[config.mk]
export PLATFORM = sky130hd
export DESIGN_NAME = sliding_window_damage_limiter
export DESIGN_NICKNAME = d
export VERILOG_FILES = /design/src/hw/rtl/swdl_pkg.sv /design/src/hw/rtl/swdl_cell.sv /design/src/hw/rtl/swdl_chain.sv /design/src/hw/rtl/sliding_window_damage_limiter.sv
export SDC_FILE = /design/constraint.sdc
export NUM_CORES = 1
export LEC_CHECK = 0
export ABC_AREA = 1
export BUFFER_PORTS_ARGS = -buffer_cell sky130_fd_sc_hd__buf_2
export CAP_MARGIN = 20
export CORE_MARGIN = 10
export CORE_UTILIZATION = 43
export DETAILED_ROUTE_END_ITERATION = 6
export HOLD_SLACK_MARGIN = 0.1
export REMOVE_ABC_BUFFERS = 1
export SLEW_MARGIN = 0
export SYNTH_ARGS = -nofsm -noshare
export SYNTH_HDL_FRONTEND = slang
export SYNTH_HIERARCHICAL = 1
export SYNTH_SLANG_ARGS = --single-unit
[constraint.sdc]
create_clock -name clk -period 7 [get_ports clk]
set_clock_uncertainty 0.2 [all_clocks]
set_input_delay 0.35 -clock clk [delete_from_list [all_inputs] [get_ports clk]]
set_output_delay 0.35 -clock clk [all_outputs]
set_load 0.02 [all_outputs]
[src/hw/rtl/swdl_pkg.sv]
// shared types and constants of the sliding window damage limiter
// no dependencies; used by swdl_cell, swdl_chain and sliding_window_damage_limiter
`default_nettype none

package swdl_pkg;

    localparam int STAMP_W  = 32;
    localparam int WINDOW_W = 16;
    localparam int LIMIT_W  = 6;
    localparam int DELAY_W  = 16;
    localparam int CFG_IDX_W = 2;

    // configuration register indexes
    localparam logic [CFG_IDX_W-1:0] CFG_WINDOW_MS     = 2'd0;
    localparam logic [CFG_IDX_W-1:0] CFG_EVENT_LIMIT   = 2'd1;
    localparam logic [CFG_IDX_W-1:0] CFG_BUSY_RETRY_MS = 2'd2;

    // reset values of the registers
    localparam logic [WINDOW_W-1:0] WINDOW_MS_RST     = 16'd1000;
    localparam logic [LIMIT_W-1:0]  EVENT_LIMIT_RST   = 6'd30;
    localparam logic [DELAY_W-1:0]  BUSY_RETRY_MS_RST = 16'd100;

    localparam logic [DELAY_W-1:0] DELAY_SAT = '1;

    typedef enum logic [1:0] {
        VERDICT_FREE     = 2'd0,
        VERDICT_RECORDED = 2'd1,
        VERDICT_BUSY     = 2'd2,
        VERDICT_RATE     = 2'd3
    } verdict_t;

    // control from the sequencer to the stamp chain
    typedef struct packed {
        logic shift;    // every cell but the top one takes its upper neighbor's stamp; the top cell keeps its own
        logic load;     // the cell at the fill position takes the new stamp
    } chain_ctrl_t;

endpackage

`default_nettype wire

[src/hw/rtl/swdl_cell.sv]
// one cell of the timestamp chain: holds one stamp
// depends on swdl_pkg
`default_nettype none

module swdl_cell (
    input  wire logic                          clk,
    input  wire logic                          shift,
    input  wire logic                          load,
    input  wire logic [swdl_pkg::STAMP_W-1:0]  upper_stamp,
    input  wire logic [swdl_pkg::STAMP_W-1:0]  new_stamp,
    output logic      [swdl_pkg::STAMP_W-1:0]  stamp
);

    logic [swdl_pkg::STAMP_W-1:0] stamp_reg;
    logic [swdl_pkg::STAMP_W-1:0] stamp_next;

    always_comb
    begin
        stamp_next = stamp_reg;
        if (shift)
        begin
            stamp_next = upper_stamp;
        end
        else if (load)
        begin
            stamp_next = new_stamp;
        end
    end

    // payload only, no reset
    always_ff @(posedge clk)
    begin
        stamp_reg <= stamp_next;
    end

    assign stamp = stamp_reg;

endmodule

`default_nettype wire

[src/hw/rtl/swdl_chain.sv]
// row of stamp cells, oldest stamp in cell 0, shifting toward it on expiry
// depends on swdl_pkg and swdl_cell
`default_nettype none

module swdl_chain #(
    parameter int DEPTH = 32,
    parameter int CW    = 6
) (
    input  wire logic                          clk,
    input  wire swdl_pkg::chain_ctrl_t         ctrl,
    input  wire logic [CW-1:0]                 count,
    input  wire logic [swdl_pkg::STAMP_W-1:0]  new_stamp,
    output logic      [swdl_pkg::STAMP_W-1:0]  head_stamp
);

    logic [swdl_pkg::STAMP_W-1:0] cell_stamp [DEPTH];

    for (genvar i = 0; i < DEPTH; i++)
    begin : g_cell
        logic [swdl_pkg::STAMP_W-1:0] upper;
        logic                         sel;

        if (i == DEPTH - 1)
        begin : g_top
            assign upper = cell_stamp[i];
        end
        else
        begin : g_mid
            assign upper = cell_stamp[i+1];
        end

        // the fill position is the first free cell
        assign sel = ctrl.load && (count == CW'(i));

        swdl_cell u_cell (
            .clk         (clk),
            .shift       (ctrl.shift),
            .load        (sel),
            .upper_stamp (upper),
            .new_stamp   (new_stamp),
            .stamp       (cell_stamp[i])
        );
    end

    assign head_stamp = cell_stamp[0];

endmodule

`default_nettype wire

[src/hw/rtl/sliding_window_damage_limiter.sv]
// top level of the sliding window damage limiter: sequencer, registers, output stage
// depends on swdl_pkg and swdl_chain (which holds swdl_cell)
//
//  channel   dir  handshake         payload
//  s_*       in   s_tvalid/tready   tdata: stamp_ms[31:0]; tuser: in_transition, animation_busy
//  m_*       out  m_tvalid/tready   tdata: retry_delay_ms[15:0]; tuser: verdict[1:0]
//  cfg_*     in   cfg_we            cfg_index selects register, cfg_data holds value
//
// a beat that is not transitioning, or is busy, goes from S_IDLE straight to S_RESP; any other
// beat goes through S_EXPIRE, which pops one stamp a cycle off the head of the cell chain, then
// S_DECIDE, which records the stamp or defers it, and S_RESP, which loads the output register
// reset empties the history (count cleared); cell contents are never read unless written
// a stalled output holds its result; the next input beat is taken while it waits
`default_nettype none

module sliding_window_damage_limiter #(
    parameter int HISTORY_DEPTH = 32
) (
    input  wire logic        clk,
    input  wire logic        rst_n,
    // input stream
    input  wire logic        s_tvalid,
    output logic             s_tready,
    input  wire logic [31:0] s_tdata,   // [31:0] stamp_ms
    input  wire logic [1:0]  s_tuser,   // [0] in_transition, [1] animation_busy
    // output stream
    output logic             m_tvalid,
    input  wire logic        m_tready,
    output logic [15:0]      m_tdata,   // [15:0] retry_delay_ms
    output logic [1:0]       m_tuser,   // [1:0] verdict
    // configuration
    input  wire logic                             cfg_we,
    input  wire logic [swdl_pkg::CFG_IDX_W-1:0]   cfg_index,
    input  wire logic [swdl_pkg::WINDOW_W-1:0]    cfg_data
);

    localparam int CW = $clog2(HISTORY_DEPTH + 1);
    localparam int LW = (CW > swdl_pkg::LIMIT_W) ? CW : swdl_pkg::LIMIT_W;
    localparam int SW = swdl_pkg::STAMP_W;

    typedef enum logic [3:0] {
        S_IDLE   = 4'b0001,
        S_EXPIRE = 4'b0010,
        S_DECIDE = 4'b0100,
        S_RESP   = 4'b1000
    } state_t;

    state_t state_reg, state_next;

    // configuration registers
    logic [swdl_pkg::WINDOW_W-1:0] window_ms_reg;
    logic [swdl_pkg::LIMIT_W-1:0]  event_limit_reg;
    logic [swdl_pkg::DELAY_W-1:0]  busy_retry_ms_reg;

    // history fill level
    logic [CW-1:0] count_reg, count_next;

    // latched input beat
    logic [SW-1:0] now_reg, now_next;

    // pending result
    swdl_pkg::verdict_t            res_verdict_reg, res_verdict_next;
    logic [swdl_pkg::DELAY_W-1:0]  res_delay_reg, res_delay_next;

    // output register
    logic                          m_valid_reg, m_valid_next;
    swdl_pkg::verdict_t            m_verdict_reg, m_verdict_next;
    logic [swdl_pkg::DELAY_W-1:0]  m_delay_reg, m_delay_next;

    swdl_pkg::chain_ctrl_t chain_ctrl;
    logic [SW-1:0]         head_stamp;

    logic          in_beat;
    logic [SW:0]   expire_at;     // oldest stamp plus window, one bit wider
    logic          head_expired;
    logic [SW:0]   expire_gap;
    logic [LW-1:0] limit_raw;
    logic [LW-1:0] limit_eff;
    logic          at_limit;

    assign s_tready = (state_reg == S_IDLE);
    assign in_beat  = s_tvalid && s_tready;

    assign expire_at    = {1'b0, head_stamp} + (SW+1)'(window_ms_reg);
    assign head_expired = (count_reg != '0) && (expire_at < {1'b0, now_reg});
    assign expire_gap   = expire_at - {1'b0, now_reg};

    // a limit of zero acts as one, above the depth acts as the depth
    assign limit_raw = LW'(event_limit_reg);
    always_comb
    begin
        limit_eff = limit_raw;
        if (limit_raw == '0)
        begin
            limit_eff = LW'(1);
        end
        else if (limit_raw > LW'(HISTORY_DEPTH))
        begin
            limit_eff = LW'(HISTORY_DEPTH);
        end
    end
    assign at_limit = (LW'(count_reg) >= limit_eff);

    // configuration writes
    always_ff @(posedge clk or negedge rst_n)
    begin
        if (!rst_n)
        begin
            window_ms_reg     <= swdl_pkg::WINDOW_MS_RST;
            event_limit_reg   <= swdl_pkg::EVENT_LIMIT_RST;
            busy_retry_ms_reg <= swdl_pkg::BUSY_RETRY_MS_RST;
        end
        else if (cfg_we)
        begin
            case (cfg_index)
                swdl_pkg::CFG_WINDOW_MS:
                    window_ms_reg <= cfg_data;
                swdl_pkg::CFG_EVENT_LIMIT:
                    event_limit_reg <= cfg_data[swdl_pkg::LIMIT_W-1:0];
                swdl_pkg::CFG_BUSY_RETRY_MS:
                    busy_retry_ms_reg <= cfg_data;
                default:
                    ;
            endcase
        end
    end

    // sequencer
    always_comb
    begin
        state_next       = state_reg;
        count_next       = count_reg;
        now_next         = now_reg;
        res_verdict_next = res_verdict_reg;
        res_delay_next   = res_delay_reg;
        m_valid_next     = m_valid_reg && !m_tready;
        m_verdict_next   = m_verdict_reg;
        m_delay_next     = m_delay_reg;
        chain_ctrl       = '0;

        case (state_reg)
            S_IDLE:
            begin
                if (in_beat)
                begin
                    now_next = s_tdata;
                    if (!s_tuser[0])
                    begin
                        // leaving transition empties the history
                        count_next       = '0;
                        res_verdict_next = swdl_pkg::VERDICT_FREE;
                        res_delay_next   = '0;
                        state_next       = S_RESP;
                    end
                    else if (s_tuser[1])
                    begin
                        res_verdict_next = swdl_pkg::VERDICT_BUSY;
                        res_delay_next   = busy_retry_ms_reg;
                        state_next       = S_RESP;
                    end
                    else
                    begin
                        state_next = S_EXPIRE;
                    end
                end
            end
            S_EXPIRE:
            begin
                // pop one expired stamp per cycle
                if (head_expired)
                begin
                    chain_ctrl.shift = 1'b1;
                    count_next       = count_reg - CW'(1);
                end
                else
                begin
                    state_next = S_DECIDE;
                end
            end
            S_DECIDE:
            begin
                if (at_limit)
                begin
                    res_verdict_next = swdl_pkg::VERDICT_RATE;
                    if (expire_gap[SW:swdl_pkg::DELAY_W] != '0)
                    begin
                        res_delay_next = swdl_pkg::DELAY_SAT;
                    end
                    else
                    begin
                        res_delay_next = expire_gap[swdl_pkg::DELAY_W-1:0];
                    end
                end
                else
                begin
                    chain_ctrl.load  = 1'b1;
                    count_next       = count_reg + CW'(1);
                    res_verdict_next = swdl_pkg::VERDICT_RECORDED;
                    res_delay_next   = '0;
                end
                state_next = S_RESP;
            end
            S_RESP:
            begin
                // hand the result over once the output register is free
                if (!m_valid_reg || m_tready)
                begin
                    m_valid_next   = 1'b1;
                    m_verdict_next = res_verdict_reg;
                    m_delay_next   = res_delay_reg;
                    state_next     = S_IDLE;
                end
            end
            default:
            begin
                state_next = S_IDLE;
            end
        endcase
    end

    always_ff @(posedge clk or negedge rst_n)
    begin
        if (!rst_n)
        begin
            state_reg   <= S_IDLE;
            count_reg   <= '0;
            m_valid_reg <= 1'b0;
        end
        else
        begin
            state_reg   <= state_next;
            count_reg   <= count_next;
            m_valid_reg <= m_valid_next;
        end
    end

    // payload registers
    always_ff @(posedge clk)
    begin
        now_reg         <= now_next;
        res_verdict_reg <= res_verdict_next;
        res_delay_reg   <= res_delay_next;
        m_verdict_reg   <= m_verdict_next;
        m_delay_reg     <= m_delay_next;
    end

    swdl_chain #(
        .DEPTH (HISTORY_DEPTH),
        .CW    (CW)
    ) u_chain (
        .clk        (clk),
        .ctrl       (chain_ctrl),
        .count      (count_reg),
        .new_stamp  (now_reg),
        .head_stamp (head_stamp)
    );

    assign m_tvalid = m_valid_reg;
    assign m_tdata  = m_delay_reg;
    assign m_tuser  = m_verdict_reg;

`ifndef ASSERT_OFF
    a_count_bound: assert property (@(posedge clk) disable iff (!rst_n)
        count_reg <= CW'(HISTORY_DEPTH))
        else $error("history count above depth");

    a_shift_only_expire: assert property (@(posedge clk) disable iff (!rst_n)
        chain_ctrl.shift |-> (state_reg == S_EXPIRE) && (count_reg != '0))
        else $error("chain shift outside expiry or on empty history");

    a_record_grows: assert property (@(posedge clk) disable iff (!rst_n)
        chain_ctrl.load |=> count_reg == $past(count_reg) + CW'(1))
        else $error("record did not grow the history");

    a_rate_not_empty: assert property (@(posedge clk) disable iff (!rst_n)
        (state_reg == S_DECIDE && at_limit) |-> count_reg != '0)
        else $error("rate deferral on an empty history");

    a_no_accept_busy: assert property (@(posedge clk) disable iff (!rst_n)
        (state_reg != S_IDLE) |-> !s_tready)
        else $error("input taken while an item is in work");
`endif

endmodule

`default_nettype wire

## Word-level counts from Yosys, hierarchy flattened

Index checks and enable logic that the tools add are counted.

- Add/sub/neg operators: 4
- Order comparisons: 3
- Equal/unequal tests: 44
- Multiplexer cells: 92
- Bitwise gates (word level): 1
- Reduce and logical (&&, ||, !) cells: 85

Operators by type and width:

| kind | number |
|---|---|
| 32-bit two-way mux | 62 |
| 6-bit by 5-bit == test with 1-bit output (second input constant) | 16 |
| 16-bit two-way mux | 5 |
| 2-bit nonzero test | 32 |
| 6-bit by 4-bit == test with 1-bit output (second input constant) | 8 |
| 6-bit two-way mux | 6 |
| 1-bit logical AND | 35 |
| 32-bit by 16-bit adder with 33-bit output | 1 |
| 33-bit by 32-bit < comparator with 1-bit output | 1 |
| 33-bit by 32-bit subtractor with 33-bit output | 1 |
| 16-bit case mux with 2 select lines | 1 |
| 6-bit by 3-bit == test with 1-bit output (second input constant) | 4 |
| 4-bit two-way mux | 5 |
| 6-bit case mux with 3 select lines | 1 |
| 17-bit nonzero test | 1 |
| 4-bit case mux with 4 select lines | 1 |
| 6-bit by 2-bit == test with 1-bit output (second input constant) | 2 |
| 6-bit zero test | 2 |
| 2-bit AND reduction | 6 |
| 2-bit inequality test (second input constant) | 5 |
| 2-bit two-way mux | 4 |
| 6-bit by 1-bit adder with 6-bit output (second input constant) | 1 |
| 6-bit by 1-bit == test with 1-bit output (second input constant) | 1 |
| 6-bit >= comparator | 1 |
| 20 further kinds | 27 |

- Register bits after elaboration: 1141
- Output and inout port bits: 20

## Depth between registers and ports, before layout

- Word-level depth: 9
- Gate-level depth with buffers: 30

## By module

The synthesis kept the hierarchy.

By module, submodules not included:

| module | times used | cells each | area each (µm²) | sequential area each (µm²) |
|---|---|---|---|---|
| swdl_cell | 32 | 137 | 1401.3 | 960.9 |
| sliding_window_damage_limiter | 1 | 1181 | 8643.3 | 3285.7 |
| swdl_chain | 1 | 67 | 296.5 | 0.0 |

## Worst setup path before layout

No wires, ideal clock.

- Path type: register to register
- Start: register window_ms_reg[0] in the netlist's numbering
- End: register u_chain.g_cell[0].u_cell.stamp_reg, in the netlist u_chain/g_cell[0].u_cell/stamp[0], enable pin
- Library setup time: 375 ps
- Arrival time: 4775 ps
- Required time: 6425 ps
- Slack: 1651 ps
- Stages on the path, launching flop included: 25
- Cells stage by stage: dfrtp_1 ha_1 inv_1 fa_1 nor2_1 a211oi_2 o21ai_2 nand2_1 nand2_1 nand2_1 nor3_1 nand2_1 xnor2_1 ha_1 nand2_1 nor2_1 nand2_1 inv_1 a21oi_1 nand2_1 nand3_1 nand4_1 inv_1 buf_6 or2_2

RTL lines:

| what | line | RTL |
|---|---|---|
| from (decl) | sliding_window_damage_limiter.sv:51 | `logic [swdl_pkg::WINDOW_W-1:0] window_ms_reg;` |
| from (signal assigned) | sliding_window_damage_limiter.sv:109 | `window_ms_reg <= swdl_pkg::WINDOW_MS_RST;` |
| from (signal assigned) | sliding_window_damage_limiter.sv:117 | `window_ms_reg <= cfg_data;` |
| to (signal assigned) | swdl_cell.sv:33 | `stamp_reg <= stamp_next;` |
| to (decl) | swdl_cell.sv:14 | `logic [swdl_pkg::STAMP_W-1:0] stamp_reg;` |

==> metrics.yaml <==
status:
  status: "finished clean"
sta:
  worst_pin_slew_ps: 936
  maxSlewViolCount: 0
  finalCritPeriodShare_pct: 89.7
  clock.fmax_ghz: 0.159
  min_period_ps: 6280
  finalWorstSetupSlack_ps: 724
  rsz0062_at_grt: "no"
  setup_viol: 0
  hold_violations: 0
  tns_ps: 0
  slew_headroom_pct: 37.6
logic_synthesis:
  synthTopCellsByArea: "edfxtp_1, nand2_1, buf_6"
  post_synth.cell_area_avg_um2: 9.55
  ys_seq_area_share_pct: 63.3
  synth_area_mm2: 0.0538
  syn_inst: 5632
  synth_fa_ha_area_share_pct: 1.46
  synth-simple-area-share_pct: 27.1
  yosysTopAreaCellShare_pct: 61.0
  synth-edff-count: 1092
  synth-async-reset-ratio_pct: 4.29
  muxShareOfSynthArea_pct: 0
  synth-compound-area-share_pct: 1.17
  synth_xor_area_share_pct: 0.782
  synth_flop_cell: "edfxtp_1"
  ys_types: 48
  synth-seq-cells: 1141
  yosysTopAreaCell: "edfxtp_1"
  synth_top_family_by_area: "simple AND/OR/NAND/NOR gates"
  yosysWarnings: 6
power:
  combPwrFrac_pct: 19.5
  p_sw_mw: 5.36
  clockPowerShare_pct: 34.4
  seqPwrFrac_pct: 46.0
  p_sw_share_pct: 29.7
  p_leak_nw: 25.4
  total_power_mw: 18.1
  irDropWorstVdd_mv: 0.246
  p_per_area_mw_per_mm2: 306
  p_int_mw: 12.7
floorplan:
  start_util_pct: 43.4
  die_area_mm2: 0.140
  die_w_um: 374
  ios: 77
  core_area_mm2: 0.124
  die_h_um: 374
  rows: 129
setup_path:
  cp_max_fo: 80
  path_class: "flop to flop"
  r2r_slack_ps: 720
  cp_slowest_stage_delay_ps: 540
  arrival_ps: 6450
  cp_common_cell: "nand2_1"
  crit_slowest_cell: "inv_8"
  r2r_cells: 25
  startpoint_type: "flop"
  cp.required_ps: 7180
  cp-end-kind: "flop"
cells_and_area:
  drive_gt1_share_pct: 7.86
  syn2layout_area_growth_pct: 9.98
  multi_input_area_mm2: 0.0164
  largest_register_ff_count: 1024
  num-nets-final: 5851
  nFillCells: 11514
  ff_latch_area_mm2: 0.0340
detailed_routing:
  postRouteWirelength_mm: 141
  vias: 37386
  drc: 0
  final_antenna_net_count: 0
  drt_iter0_drc: 3251
  routedWlPerCell_um: 18.8
  drt-vias-per-instance: 5.01
  dr.pass1.iters: 6
cts:
  clock-sinks: 1141
  cts_tree: "yes"
  cts_buffer_depth: 3
  cts_root_buffer: "clkbuf_16"
  insertion_delay_ps: 760
  postCtsResizedCells: 0
  ctsHoldBuffers: 63
  cts-buffers-inserted: 118
  cts.clk_slew.worst_paths_ps: 60
  cts_setup_buffers: 0
  ctsHtreeMaxLevel: 3
min_path:
  hp-class: "input pin to flop"
  min_path_cells: 2
global_route:
  use_met3_pct: 2.88
  use_met1_pct: 26.2
  grt_busiest_layer: "met2"
  antenna_found_initial: 11
  gr-total-overflow: 0
  grt_util_all_layers_pct: 19.6
  grt_pass1_vias: 35909
  grt_pass1_wl_mm: 216
  use_met2_pct: 33.2
  grt_max_degree: 97
placement:
  place_hpwl_mm: 90.5
  port_buffers: 76
  post-place-ws_ps: 769
  gp_congestion: 0.871
run:
  maxCapViolCount: 0
## per-layer routing
| layer | wire [um] | share of wire [%] |
|---|---|---|
| met5 | 34 | 0.024 |
| met4 | 3160 | 2.2 |
| met3 | 8620 | 6.1 |
| met2 | 68300 | 49 |
| met1 | 60400 | 43 |
## layout make-up
class	instances	share of cell area (%)
sequential	1141	57.5
clock buffer	143	5.20
clock inverter	73	1.23
timing repair buffer	219	2.95
antenna	2	0.00846
tap	1637	3.46
multi-input combinational	3991	27.8
inverter	262	1.81
## worst max-delay path: cells and delay by family, from the launching register on
| kind | cells | cell delay [ps] |
|---|---|---|
| simple gates | 12 | 2070 |
| fa+ha+maj | 3 | 960 |
| xor+xnor | 1 | 140 |
| buf+inv | 5 | 1520 |
| compound gates | 4 | 550 |
| flops | 1 | 360 |
## synth_stat cells (6+ instances only)
cell / number
a21oi_1: 42
buf_6: 133
nand4_1: 31
dfstp_2: 14
nor3_1: 12
o21ai_0: 50
dfrtp_1: 35
xnor2_1: 28
inv_4: 32
nand2_2: 13
nand3_1: 49
nor2_1: 121
ha_1: 58
inv_2: 10
nand3_2: 6
or2_2: 33
clkbuf_1: 8
edfxtp_1: 1092
xor2_1: 20
nand2_1: 3480
buf_4: 96
inv_1: 218
nor2_2: 12
## cell families (layout without fill, tap and decap cells)
logic type | count (synthesis) | in the layout
simple gates | 3771 | 3771
fa+ha+maj | 61 | 61
buf+inv | 500 | 697
flops | 1141 | 1141
compound gates | 111 | 111
xor+xnor | 48 | 48
other cells | 0 | 2
## through the flow
step	instance area [um^2]	cells	hold slack, ps	utilization, %
6_report	59200	7468	139	47.7
5_1_grt	59100	7466	128	47.7
4_1_cts	59100	7461	101	47.7
3_5_place_dp	54600	7182	205	44.1
3_3_place_gp	54600	7182	204	44.1
2_1_floorplan	51500	5394	-146	-
## power by group through the flow
| stage | sequential [mW] | clock (mW) | combinational [mW] |
|---|---|---|---|
| 6_report | 8.32 | 6.23 | 3.53 |
| 5_1_grt | 8.34 | 6.62 | 3.97 |
| 4_1_cts | 8.33 | 6.34 | 3.53 |
| 3_5_place_dp | 8.47 | 0 | 3.48 |
| 3_3_place_gp | 8.47 | 0 | 3.42 |
| 2_1_floorplan | 8.58 | 0 | 2.26 |
## worst paths after layout
kind | startpoint | endpoint
worst max-delay path | window_ms_reg[0]$_DFFE_PN0P_ | u_chain/g_cell[14].u_cell/stamp[27]$_DFFE_PP_
worst min-delay path | s_tdata[13] | now_reg[13]$_DFFE_PP_
worst max register to register | window_ms_reg[0]$_DFFE_PN0P_ | u_chain/g_cell[14].u_cell/stamp[27]$_DFFE_PP_
worst min register to register | res_delay_reg[12]$_DFFE_PP_ | m_tdata[12]$_DFFE_PP_
max in group asynchronous | rst_n | busy_retry_ms_reg[13]$_DFFE_PN0P_
min in group asynchronous | rst_n | event_limit_reg[0]$_DFFE_PN0P_
## cell usage in the layout (no fill, tap or decap), drive strengths merged, types with 35 or more instances in the layout
cell type | synthesis | layout
ha | 58 | 58
edfxtp | 1092 | 1092
clkinv | 2 | 55
nand3 | 56 | 56
nor2 | 136 | 136
inv | 260 | 265
clkbuf | 8 | 143
a21oi | 42 | 42
dfrtp | 35 | 35
o21ai | 52 | 52
buf | 230 | 154
dlygate4sd3 | 0 | 65
nand2 | 3493 | 3493
Power figures use the tool's default switching activity.
